`src/rtl/core/etg_pkg.sv`:
```
package etg_pkg;

    // fixed field widths
    localparam int LEVEL_W   = 32;
    localparam int DUR_W     = 16;
    localparam int MODE_W    = 2;
    localparam int FUNC_W    = 2;
    localparam int NOW_W     = 32;
    localparam int CFG_IDX_W = 2;
    localparam int CFG_W     = 32;

    // defaults for top-level parameters
    localparam int RATIO_FRAC_BITS_DEF = 16;
    localparam int TIME_WIDTH_DEF      = 32;

    localparam logic [DUR_W-1:0] DUR_RESET = 16'd1000;

    typedef enum logic [FUNC_W-1:0] {
        FUNC_UPDATE  = 2'd0,
        FUNC_END     = 2'd1,
        FUNC_RESTART = 2'd2
    } func_code_t;

    typedef enum logic [MODE_W-1:0] {
        MODE_LINEAR = 2'd0,
        MODE_CUBIC  = 2'd1,
        MODE_QUAD   = 2'd2
    } mode_code_t;

    typedef enum logic [CFG_IDX_W-1:0] {
        CFG_MODE     = 2'd0,
        CFG_START    = 2'd1,
        CFG_FINAL    = 2'd2,
        CFG_DURATION = 2'd3
    } cfg_idx_t;

    typedef struct packed {
        logic [FUNC_W-1:0] func;
        logic [NOW_W-1:0]  now_ms;
    } cmd_t;

    typedef struct packed {
        logic signed [LEVEL_W-1:0] level;
        logic                      finished;
    } res_t;

    typedef struct packed {
        logic start;
    } div_ctl_t;

    typedef struct packed {
        logic busy;
        logic done;
    } div_stat_t;

endpackage

```
`src/rtl/core/etg_div.sv`:
```
module etg_div
    import etg_pkg::*;
#(
    parameter int FRAC_BITS = RATIO_FRAC_BITS_DEF
)
(
    input  logic                 clk,
    input  logic                 rst_n,
    input  div_ctl_t             ctl,
    input  logic [DUR_W-1:0]     num,
    input  logic [DUR_W-1:0]     den,
    output div_stat_t            stat,
    output logic [FRAC_BITS-1:0] quot
);

    // restoring division of num * 2^FRAC_BITS by den, num < den, one bit per cycle
    localparam int CNT_W = $clog2(FRAC_BITS + 1);

    logic [CNT_W-1:0]     count_reg, count_next;
    logic                 busy_reg, busy_next;
    logic                 done_reg, done_next;
    logic [DUR_W-1:0]     rem_reg, rem_next;
    logic [DUR_W-1:0]     den_reg, den_next;
    logic [FRAC_BITS-1:0] quot_reg, quot_next;

    logic [DUR_W:0] rem2;
    logic [DUR_W:0] diff;
    logic           ge;

    assign rem2 = {rem_reg, 1'b0};
    assign diff = rem2 - {1'b0, den_reg};
    assign ge   = (rem2 >= {1'b0, den_reg});

    always_comb
    begin
        count_next = count_reg;
        busy_next  = busy_reg;
        done_next  = 1'b0;
        rem_next   = rem_reg;
        den_next   = den_reg;
        quot_next  = quot_reg;
        if (ctl.start)
        begin
            rem_next   = num;
            den_next   = den;
            count_next = CNT_W'(FRAC_BITS);
            busy_next  = 1'b1;
        end
        else if (busy_reg)
        begin
            rem_next   = ge ? diff[DUR_W-1:0] : rem2[DUR_W-1:0];
            quot_next  = {quot_reg[FRAC_BITS-2:0], ge};
            count_next = count_reg - 1'b1;
            if (count_reg == CNT_W'(1))
            begin
                busy_next = 1'b0;
                done_next = 1'b1;
            end
        end
    end

    always_ff @(posedge clk or negedge rst_n)
    begin
        if (!rst_n)
        begin
            count_reg <= '0;
            busy_reg  <= 1'b0;
            done_reg  <= 1'b0;
        end
        else
        begin
            count_reg <= count_next;
            busy_reg  <= busy_next;
            done_reg  <= done_next;
        end
    end

    always_ff @(posedge clk)
    begin
        rem_reg  <= rem_next;
        den_reg  <= den_next;
        quot_reg <= quot_next;
    end

    assign stat.busy = busy_reg;
    assign stat.done = done_reg;
    assign quot      = quot_reg;

endmodule

```
`src/rtl/core/easing_transition_generator.sv`:
```
// Easing transition generator: moves one value from start_level to final_level over
// duration_ms milliseconds along a linear, cubic in-out or quadratic in-out curve, and
// answers every command item with exactly one result item (level, finished). An update
// command evaluates the curve at elapsed/duration; the first update after reset or a
// restart latches now_ms as the start time and returns start_level. Elapsed time is
// saturated at the duration, and once the value is less than 2 units from final_level
// the block snaps to final_level and reports finished. Force end and restart, updates
// after the end, and unknown codes load their result at the edge they are taken. For
// an update that evaluates the curve, the serial ratio divider resolves one quotient
// bit per cycle, and a single shared multiplier then forms the square, the cube and the
// scaled change in turn; the quadratic curve skips the cube and the linear curve uses
// the multiplier only for the scaled change. Once elapsed time has reached the duration
// the divider is skipped. A new command is taken only once the sequencer is idle and
// the previous result slot is free or being drained.
// Configuration writes are expected only while no update is in flight.
module easing_transition_generator
    import etg_pkg::*;
#(
    parameter int RATIO_FRAC_BITS = RATIO_FRAC_BITS_DEF,
    parameter int TIME_WIDTH      = TIME_WIDTH_DEF
)
(
    input  logic                 clk,
    input  logic                 rst_n,
    // command channel
    input  logic                 cmd_valid,
    output logic                 cmd_stall,
    input  cmd_t                 cmd,
    // result channel
    output logic                 res_valid,
    input  logic                 res_stall,
    output res_t                 res,
    // configuration write port
    input  logic                 cfg_wr_en,
    input  logic [CFG_IDX_W-1:0] cfg_index,
    input  logic [CFG_W-1:0]     cfg_data
);

    localparam int F      = RATIO_FRAC_BITS;
    localparam int MUL_AW = LEVEL_W + 1;          // magnitude of the change
    localparam int MUL_BW = F + 1;                // weight in Q1.F, up to one
    localparam int PROD_W = MUL_AW + MUL_BW;

    localparam logic [F:0] ONE  = {1'b1, {F{1'b0}}};
    localparam logic [F:0] HALF = ONE >> 1;

    // sequencer, one-hot
    typedef enum logic [9:0] {
        ST_IDLE  = 10'b0000000001,
        ST_PREP  = 10'b0000000010,
        ST_DIV   = 10'b0000000100,
        ST_SEL   = 10'b0000001000,
        ST_SQ    = 10'b0000010000,
        ST_CUBE  = 10'b0000100000,
        ST_WGT   = 10'b0001000000,
        ST_SCALE = 10'b0010000000,
        ST_LVL   = 10'b0100000000,
        ST_END   = 10'b1000000000
    } state_t;

    state_t state_reg, state_next;

    // configuration registers
    logic [MODE_W-1:0]         mode_reg, mode_next;
    logic signed [LEVEL_W-1:0] start_reg, start_next;
    logic signed [LEVEL_W-1:0] final_reg, final_next;
    logic [DUR_W-1:0]          dur_reg, dur_next;

    // transition state
    logic                      began_reg, began_next;
    logic [TIME_WIDTH-1:0]     begin_time_reg, begin_time_next;
    logic                      done_reg, done_next;
    logic signed [LEVEL_W-1:0] present_reg, present_next;

    // result slot
    logic res_valid_reg, res_valid_next;
    res_t res_reg, res_next;

    // datapath registers
    logic [TIME_WIDTH-1:0]     elapsed_reg, elapsed_next;
    logic [F:0]                r_reg, r_next;
    logic [F-1:0]              x_reg, x_next;
    logic                      r_lo_reg, r_lo_next;
    logic [F:0]                w_reg, w_next;
    logic [PROD_W-1:0]         prod_reg, prod_next;
    logic signed [LEVEL_W-1:0] lvl_reg, lvl_next;

    // change from start to final, refreshed every cycle from the config registers
    logic signed [LEVEL_W:0]   diff_reg;
    logic [LEVEL_W:0]          mag_reg;
    logic                      neg_reg;
    logic                      up_reg;

    logic                  out_free;
    logic                  accept;
    logic [TIME_WIDTH-1:0] now_t;
    logic [DUR_W-1:0]      dur_eff;
    logic                  emit;

    logic [MUL_AW-1:0] mul_a;
    logic [MUL_BW-1:0] mul_b;

    logic [F:0]                c4;
    logic [F:0]                t_quad;
    logic [LEVEL_W:0]          p_mag;
    logic signed [LEVEL_W+1:0] q_signed;
    logic signed [LEVEL_W+1:0] lvl_wide;
    logic signed [LEVEL_W:0]   gap;

    div_ctl_t         div_ctl;
    div_stat_t        div_stat;
    logic [F-1:0]     div_quot;

    // serial ratio divider
    etg_div #(
        .FRAC_BITS (F)
    ) u_div (
        .clk   (clk),
        .rst_n (rst_n),
        .ctl   (div_ctl),
        .num   (elapsed_reg[DUR_W-1:0]),
        .den   (dur_eff),
        .stat  (div_stat),
        .quot  (div_quot)
    );

    assign out_free  = !res_valid_reg || !res_stall;
    assign cmd_stall = !((state_reg == ST_IDLE) && out_free);
    assign accept    = cmd_valid && !cmd_stall;
    assign now_t     = cmd.now_ms[TIME_WIDTH-1:0];
    // zero duration behaves as one ms
    assign dur_eff   = (dur_reg == '0) ? DUR_W'(1) : dur_reg;

    // shared multiplier operand selection
    always_comb
    begin
        mul_a = '0;
        mul_b = '0;
        unique case (1'b1)
            state_reg[4]:   // square of the folded ratio
            begin
                mul_a = MUL_AW'(x_reg);
                mul_b = MUL_BW'(x_reg);
            end
            state_reg[5]:   // square times ratio for the cube
            begin
                mul_a = MUL_AW'(prod_reg[2*F-1:F]);
                mul_b = MUL_BW'(x_reg);
            end
            state_reg[7]:   // change magnitude times weight
            begin
                mul_a = mag_reg;
                mul_b = w_reg;
            end
            default:
            begin
                mul_a = '0;
                mul_b = '0;
            end
        endcase
    end

    assign prod_next = PROD_W'(mul_a) * PROD_W'(mul_b);

    // weight pieces from the product register
    assign c4     = {1'b0, prod_reg[2*F-3:F], 2'b00};
    assign t_quad = {1'b0, prod_reg[2*F-2:F-1]};

    // level from the scaled change
    assign p_mag    = prod_reg[F+LEVEL_W:F];
    assign q_signed = neg_reg ? -$signed({1'b0, p_mag}) : $signed({1'b0, p_mag});
    assign lvl_wide = (LEVEL_W+2)'(start_reg) + q_signed;

    // distance still to go toward final
    assign gap = up_reg ? ((LEVEL_W+1)'(final_reg) - (LEVEL_W+1)'(lvl_reg))
                        : ((LEVEL_W+1)'(lvl_reg) - (LEVEL_W+1)'(final_reg));

    always_comb
    begin
        state_next      = state_reg;
        mode_next       = mode_reg;
        start_next      = start_reg;
        final_next      = final_reg;
        dur_next        = dur_reg;
        began_next      = began_reg;
        begin_time_next = begin_time_reg;
        done_next       = done_reg;
        present_next    = present_reg;
        elapsed_next    = elapsed_reg;
        r_next          = r_reg;
        x_next          = x_reg;
        r_lo_next       = r_lo_reg;
        w_next          = w_reg;
        lvl_next        = lvl_reg;
        div_ctl.start   = 1'b0;
        emit            = 1'b0;

        if (cfg_wr_en)
        begin
            unique case (cfg_idx_t'(cfg_index))
                CFG_MODE:     mode_next  = cfg_data[MODE_W-1:0];
                CFG_START:    start_next = $signed(cfg_data[LEVEL_W-1:0]);
                CFG_FINAL:    final_next = $signed(cfg_data[LEVEL_W-1:0]);
                CFG_DURATION: dur_next   = cfg_data[DUR_W-1:0];
                default:      mode_next  = mode_reg;
            endcase
        end

        unique case (state_reg)
            ST_IDLE:
            begin
                if (accept)
                begin
                    unique case (cmd.func)
                        FUNC_UPDATE:
                        begin
                            if (done_reg)
                            begin
                                emit = 1'b1;
                            end
                            else
                            begin
                                began_next = 1'b1;
                                if (!began_reg)
                                begin
                                    begin_time_next = now_t;
                                    elapsed_next    = '0;
                                end
                                else
                                begin
                                    elapsed_next = now_t - begin_time_reg;
                                end
                                state_next = ST_PREP;
                            end
                        end
                        FUNC_END:
                        begin
                            present_next = final_reg;
                            done_next    = 1'b1;
                            emit         = 1'b1;
                        end
                        FUNC_RESTART:
                        begin
                            began_next      = 1'b0;
                            begin_time_next = '0;
                            done_next       = 1'b0;
                            present_next    = start_reg;
                            emit            = 1'b1;
                        end
                        default:
                        begin
                            emit = 1'b1;
                        end
                    endcase
                end
            end
            ST_PREP:
            begin
                // saturated elapsed gives a ratio of exactly one
                if (elapsed_reg >= TIME_WIDTH'(dur_eff))
                begin
                    r_next     = ONE;
                    state_next = ST_SEL;
                end
                else
                begin
                    div_ctl.start = 1'b1;
                    state_next    = ST_DIV;
                end
            end
            ST_DIV:
            begin
                if (div_stat.done)
                begin
                    r_next     = {1'b0, div_quot};
                    state_next = ST_SEL;
                end
            end
            ST_SEL:
            begin
                // fold the upper half of the curve onto the lower half
                r_lo_next = (r_reg < HALF);
                x_next    = (r_reg < HALF) ? r_reg[F-1:0] : F'(ONE - r_reg);
                unique case (mode_reg)
                    MODE_CUBIC: state_next = ST_SQ;
                    MODE_QUAD:  state_next = ST_SQ;
                    default:
                    begin
                        w_next     = r_reg;
                        state_next = ST_SCALE;
                    end
                endcase
            end
            ST_SQ:
            begin
                state_next = (mode_reg == MODE_CUBIC) ? ST_CUBE : ST_WGT;
            end
            ST_CUBE:
            begin
                state_next = ST_WGT;
            end
            ST_WGT:
            begin
                if (mode_reg == MODE_CUBIC)
                begin
                    w_next = r_lo_reg ? c4 : (ONE - c4);
                end
                else
                begin
                    w_next = r_lo_reg ? t_quad : (ONE - t_quad);
                end
                state_next = ST_SCALE;
            end
            ST_SCALE:
            begin
                state_next = ST_LVL;
            end
            ST_LVL:
            begin
                lvl_next   = lvl_wide[LEVEL_W-1:0];
                state_next = ST_END;
            end
            ST_END:
            begin
                if (out_free)
                begin
                    if (gap < (LEVEL_W+1)'(2))
                    begin
                        present_next = final_reg;
                        done_next    = 1'b1;
                    end
                    else
                    begin
                        present_next = lvl_reg;
                    end
                    emit       = 1'b1;
                    state_next = ST_IDLE;
                end
            end
            default:
            begin
                state_next = ST_IDLE;
            end
        endcase
    end

    // result slot
    always_comb
    begin
        res_valid_next = res_valid_reg;
        res_next       = res_reg;
        if (emit)
        begin
            res_valid_next    = 1'b1;
            res_next.level    = present_next;
            res_next.finished = done_next;
        end
        else if (res_valid_reg && !res_stall)
        begin
            res_valid_next = 1'b0;
        end
    end

    always_ff @(posedge clk or negedge rst_n)
    begin
        if (!rst_n)
        begin
            state_reg      <= ST_IDLE;
            mode_reg       <= MODE_LINEAR;
            start_reg      <= '0;
            final_reg      <= '0;
            dur_reg        <= DUR_RESET;
            began_reg      <= 1'b0;
            begin_time_reg <= '0;
            done_reg       <= 1'b0;
            present_reg    <= '0;
            res_valid_reg  <= 1'b0;
        end
        else
        begin
            state_reg      <= state_next;
            mode_reg       <= mode_next;
            start_reg      <= start_next;
            final_reg      <= final_next;
            dur_reg        <= dur_next;
            began_reg      <= began_next;
            begin_time_reg <= begin_time_next;
            done_reg       <= done_next;
            present_reg    <= present_next;
            res_valid_reg  <= res_valid_next;
        end
    end

    always_ff @(posedge clk)
    begin
        res_reg     <= res_next;
        elapsed_reg <= elapsed_next;
        r_reg       <= r_next;
        x_reg       <= x_next;
        r_lo_reg    <= r_lo_next;
        w_reg       <= w_next;
        lvl_reg     <= lvl_next;
        if (state_reg == ST_SQ || state_reg == ST_CUBE || state_reg == ST_SCALE)
        begin
            prod_reg <= prod_next;
        end
        // change magnitude and direction, registered from diff_reg
        diff_reg <= (LEVEL_W+1)'(final_reg) - (LEVEL_W+1)'(start_reg);
        mag_reg  <= diff_reg[LEVEL_W] ? (LEVEL_W+1)'(-diff_reg) : (LEVEL_W+1)'(diff_reg);
        neg_reg  <= diff_reg[LEVEL_W];
        up_reg   <= !diff_reg[LEVEL_W] && (diff_reg != '0);
    end

    assign res_valid = res_valid_reg;
    assign res       = res_reg;

`ifndef NO_ASSERTIONS
    // divider runs only while the sequencer waits on it
    a_div_busy_in_div: assert property (@(posedge clk) disable iff (!rst_n)
        div_stat.busy |-> (state_reg == ST_DIV))
        else $error("divider busy outside divide state");

    // weight never exceeds one when it is applied
    a_weight_range: assert property (@(posedge clk) disable iff (!rst_n)
        (state_reg == ST_SCALE) |-> (w_reg <= ONE))
        else $error("weight above one");

    // finishing an update always loads the result slot
    a_end_emits: assert property (@(posedge clk) disable iff (!rst_n)
        ((state_reg == ST_END) && out_free) |=> res_valid_reg)
        else $error("update finished without result");

    // no command is taken while an update is in flight
    a_no_accept_busy: assert property (@(posedge clk) disable iff (!rst_n)
        (state_reg != ST_IDLE) |-> cmd_stall)
        else $error("command taken during update");
`endif

endmodule
```
`config.mk`:
```
export PLATFORM = sky130hd
export DESIGN_NAME = easing_transition_generator
export DESIGN_NICKNAME = d
export VERILOG_FILES = /design/src/rtl/core/etg_pkg.sv /design/src/rtl/core/etg_div.sv /design/src/rtl/core/easing_transition_generator.sv
export SDC_FILE = /design/constraint.sdc
export NUM_CORES = 2
export LEC_CHECK = 0
export BUFFER_PORTS_ARGS = -buffer_cell sky130_fd_sc_hd__buf_2
export CAP_MARGIN = 30
export CORE_MARGIN = 2
export CORE_UTILIZATION = 47
export DETAILED_ROUTE_END_ITERATION = 16
export HOLD_SLACK_MARGIN = 0.05
export PLACE_DENSITY = 0.74
export RECOVER_POWER = 25
export SETUP_SLACK_MARGIN = 0.1
export SKIP_LAST_GASP = 1
export SYNTH_ARGS = -nofsm -noshare
export SYNTH_HDL_FRONTEND = slang
export SYNTH_SLANG_ARGS = --single-unit
```
`constraint.sdc`:
```
create_clock -name clk -period 11.1 [get_ports clk]
set_input_delay 1.665 -clock clk [delete_from_list [all_inputs] [get_ports clk]]
set_output_delay 1.665 -clock clk [all_outputs]
set_load 0.005 [all_outputs]
```
==> flow_summary_export.csv <==
group,metric,value,unit
layout,fillCellCount,8669,
cts,cts_resized,0,
synthesis,yosys.area.top_type_share,0.2083,
layout,final_cell_mix,"inv_1 (787), nand2_1 (656), fa_1 (467), nor2_1 (369), ha_1 (310)",
timing,slew_headroom,-1.199,
cts,root_buffer,"clkbuf_16",
min_path,hold_class,"register to register",
timing,worst_pin_slew,3299,ps
critical_path,r2r-end,"prod_reg[47]",
drt,routed_wl,130.3,mm
cts,htreeDepth,2,
cts,cts_hold_buf,0,
critical_path,path_common_cell,"fa_1",
synthesis,netlist_area,0.04489,sq mm
synthesis,seq_area_frac_synth,0.2762,
cts,path_clk_slew,70,ps
layout,instances_no_fill,6236,
drt,met2_length,59.50,mm
layout,antenna_cells,0,
drt,wl_met1,54.12,mm
timing,fmax,0.09874,GHz
layout,layout_commonest_cell,"inv_1",
layout,fin_area,0.04832,sq mm
global_routing,grt-ovfl-total,0,
floorplanning,chipWidth,313.1,microns
critical_path,crit_fanout,23,
critical_path,cp.depth,27,
power_and_ir_drop,cellLeakagePower,0.02218,uW
timing,slew_violations,233,
flow_run,drv_cap,5,
floorplanning,fp.coreArea,0.09487,sq mm
drt,dr.pass1.iters,5,
synthesis,synth_area_leader_cell,"fa_1",
timing,hold_viol_final,0,
timing,fin_crit_sh,0.9124,
drt,wire_per_inst,20.89,microns
power_and_ir_drop,ir_worst_vdd,150.7,uV
cts,worstSkewPairLatency,650,ps
floorplanning,start_util,0.4732,
drt,top_layer,"met5",
drt,detail-route-antenna-nets,0,
placement,place_congestion,1.000,
outcome,violations,"max-capacitance violations, max-slew violations",
layout,nets,5779,
cts,cts_tree,"yes",
synthesis,synth_edf_count,229,
critical_path,r2r_slack,970,ps
critical_path,max_stage_delay,780,ps
critical_path,startpoint,"state_reg[5]",
timing,finalSetupViolations,0,
timing,hold_ws,420.6,ps
critical_path,endpoint_kind,"register",
drt,vias,35830,
synthesis,netlist_top_cells_area,"fa_1 (21%), edfxtp_1 (15%), dfrtp_1 (8.9%), ha_1 (8.6%), inv_1 (6.6%)",
critical_path,cp.arrival,10500,ps
synthesis,syn_nets,5801,
critical_path,slowest_stage,"dfrtp_1",
floorplanning,boundaryPins,108,
critical_path,regToRegStartpoint,"state_reg[5]",
floorplanning,dieArea,0.09800,sq mm
synthesis,synthFlopType,"edfxtp_1",
synthesis,ys_async_sr_fraction,0.3585,
cts,cts_buffers,50,
placement,dp_cells,6140,
synthesis,ys_seq_elements,463,
global_routing,grt_pass1_wl,202.3,mm
placement,placed_area,0.04652,sq mm
timing,rsz0062_at_grt,"no",
synthesis,ys_types,83,
power_and_ir_drop,power_density,149.5,mW/mm^2
timing,final.setup_skew,59.87,ps
timing,period_minus_slack,10130,ps
critical_path,path_delay_family,"compound AO/OA/AOI/OAI gates",
critical_path,reg2reg_depth,27,
layout,layout-area-overhead-vs-synth,7.631,%
synthesis,yosysWarnings,0,
drt,dr_wl_met3,11.83,mm
layout,drive_gt1_frac,0.06960,
floorplanning,die_h,313.1,microns
cts,cts_setup_buffers,0,
timing,finalSetupTns,0,ps
critical_path,cp_data_required_time,11470,ps
global_routing,grt_pass1_vias,35334,
global_routing,antenna_found_initial,5,
critical_path,critPathKind,"register to register",
cts,ctsLongestPathBuffers,3,
outcome,status,"finished with violations",
placement,io_buffers,107,
critical_path,critPathCapture,"prod_reg[47]",
critical_path,path_buf_inv,5,
drt,drc,0,
synthesis,syn_inst,4951,
global_routing,grt_use_total,0.2644,
global_routing,grt_max_degree,65,
floorplanning,rows,113,
drt,vias_per_cell,5.746,
placement,dp.final_hpwl,102.6,mm
cts,cts_sinks,463,
synthesis,syn_avg_cell_area,9.067,sq um
drt,drt_iter0_markers,3485,
critical_path,startpoint_type,"register",
==> metal layers <==
metal / vias to the layer above / track usage
met5: - / 0
met4: 8 / 0.08939
met3: 304 / 0.05551
met2: 1642 / 0.4195
met1: 17688 / 0.3610
li1: 16188 / -
==> worst reg2reg max path: cells and delay by family (launching register included) <==
family / cells / cell delay (ps)
XOR/XNOR: 1 / 90
adder cells (fa/ha/maj): 7 / 3370
flip-flops: 1 / 780
AND/OR/NAND/NOR: 3 / 1300
AO/OA/AOI/OAI: 11 / 3580
buffers and inverters: 5 / 720
==> cell families (layout without fill, tap and decap cells) <==
group,count (synthesis),in the layout,synth area share
AND/OR/NAND/NOR,1513,1513,0.1515
AO/OA/AOI/OAI,844,844,0.1210
buffers and inverters,1019,1039,0.08587
flip-flops,463,463,0.2762
multiplexers,109,109,0.02667
adder cells (fa/ha/maj),777,777,0.2947
XOR/XNOR,226,226,0.04409
==> area by class of cell <==
class,count,area (sq um),area share
clock buffer,59,1346,0.02786
sequential,463,12400,0.2567
inverter,790,2965,0.06137
clock inverter,35,429.2,0.008882
multi-input combinational,3469,28660,0.5932
timing repair buffer,155,932.1,0.01929
tap,1265,1583,0.03276
==> report_power, final <==
group / internal, uW / total [uW] / switching (uW)
clock: 1040 / 1820 / 775
combinational: 1150 / 2810 / 1660
sequential: 2270 / 2600 / 326
total: 4460 / 7220 / 2760
==> Yosys cell counts (all sizes together), types with 68 or more instances <==
library cell and count:
fa 467, xor2 70, mux2 85, dfxtp 68, xnor2 156, nand2 658, inv 789, a21o 79
nor3 68, dfrtp 159, edfxtp 229, nand3 78, nor2 371, clkbuf 199, a21oi 197, o21ai 227
ha 310
==> how the worst min path moves through the flow <==
stage,from,endpoint,cells after the start
finish,diff_reg[0],mag_reg[0],0
global route,diff_reg[0],mag_reg[0],0
CTS,diff_reg[0],mag_reg[0],0
detailed placement,diff_reg[0],mag_reg[0],0
global placement,diff_reg[0],mag_reg[0],0
floorplan,diff_reg[0],mag_reg[0],0
==> stage by stage <==
| step | power [uW] | utilization | setup slack, ps |
|---|---|---|---|
| finish | 7225 | 0.5093 | 972.3 |
| floorplan | 4524 | - | 3203 |
| global placement | 5305 | 0.4899 | 1637 |
| global route | 7611 | 0.5093 | 351.1 |
| detailed placement | 5363 | 0.4904 | 1322 |
| CTS | 7194 | 0.5091 | 1170 |
(Power assumes the default switching activity.)
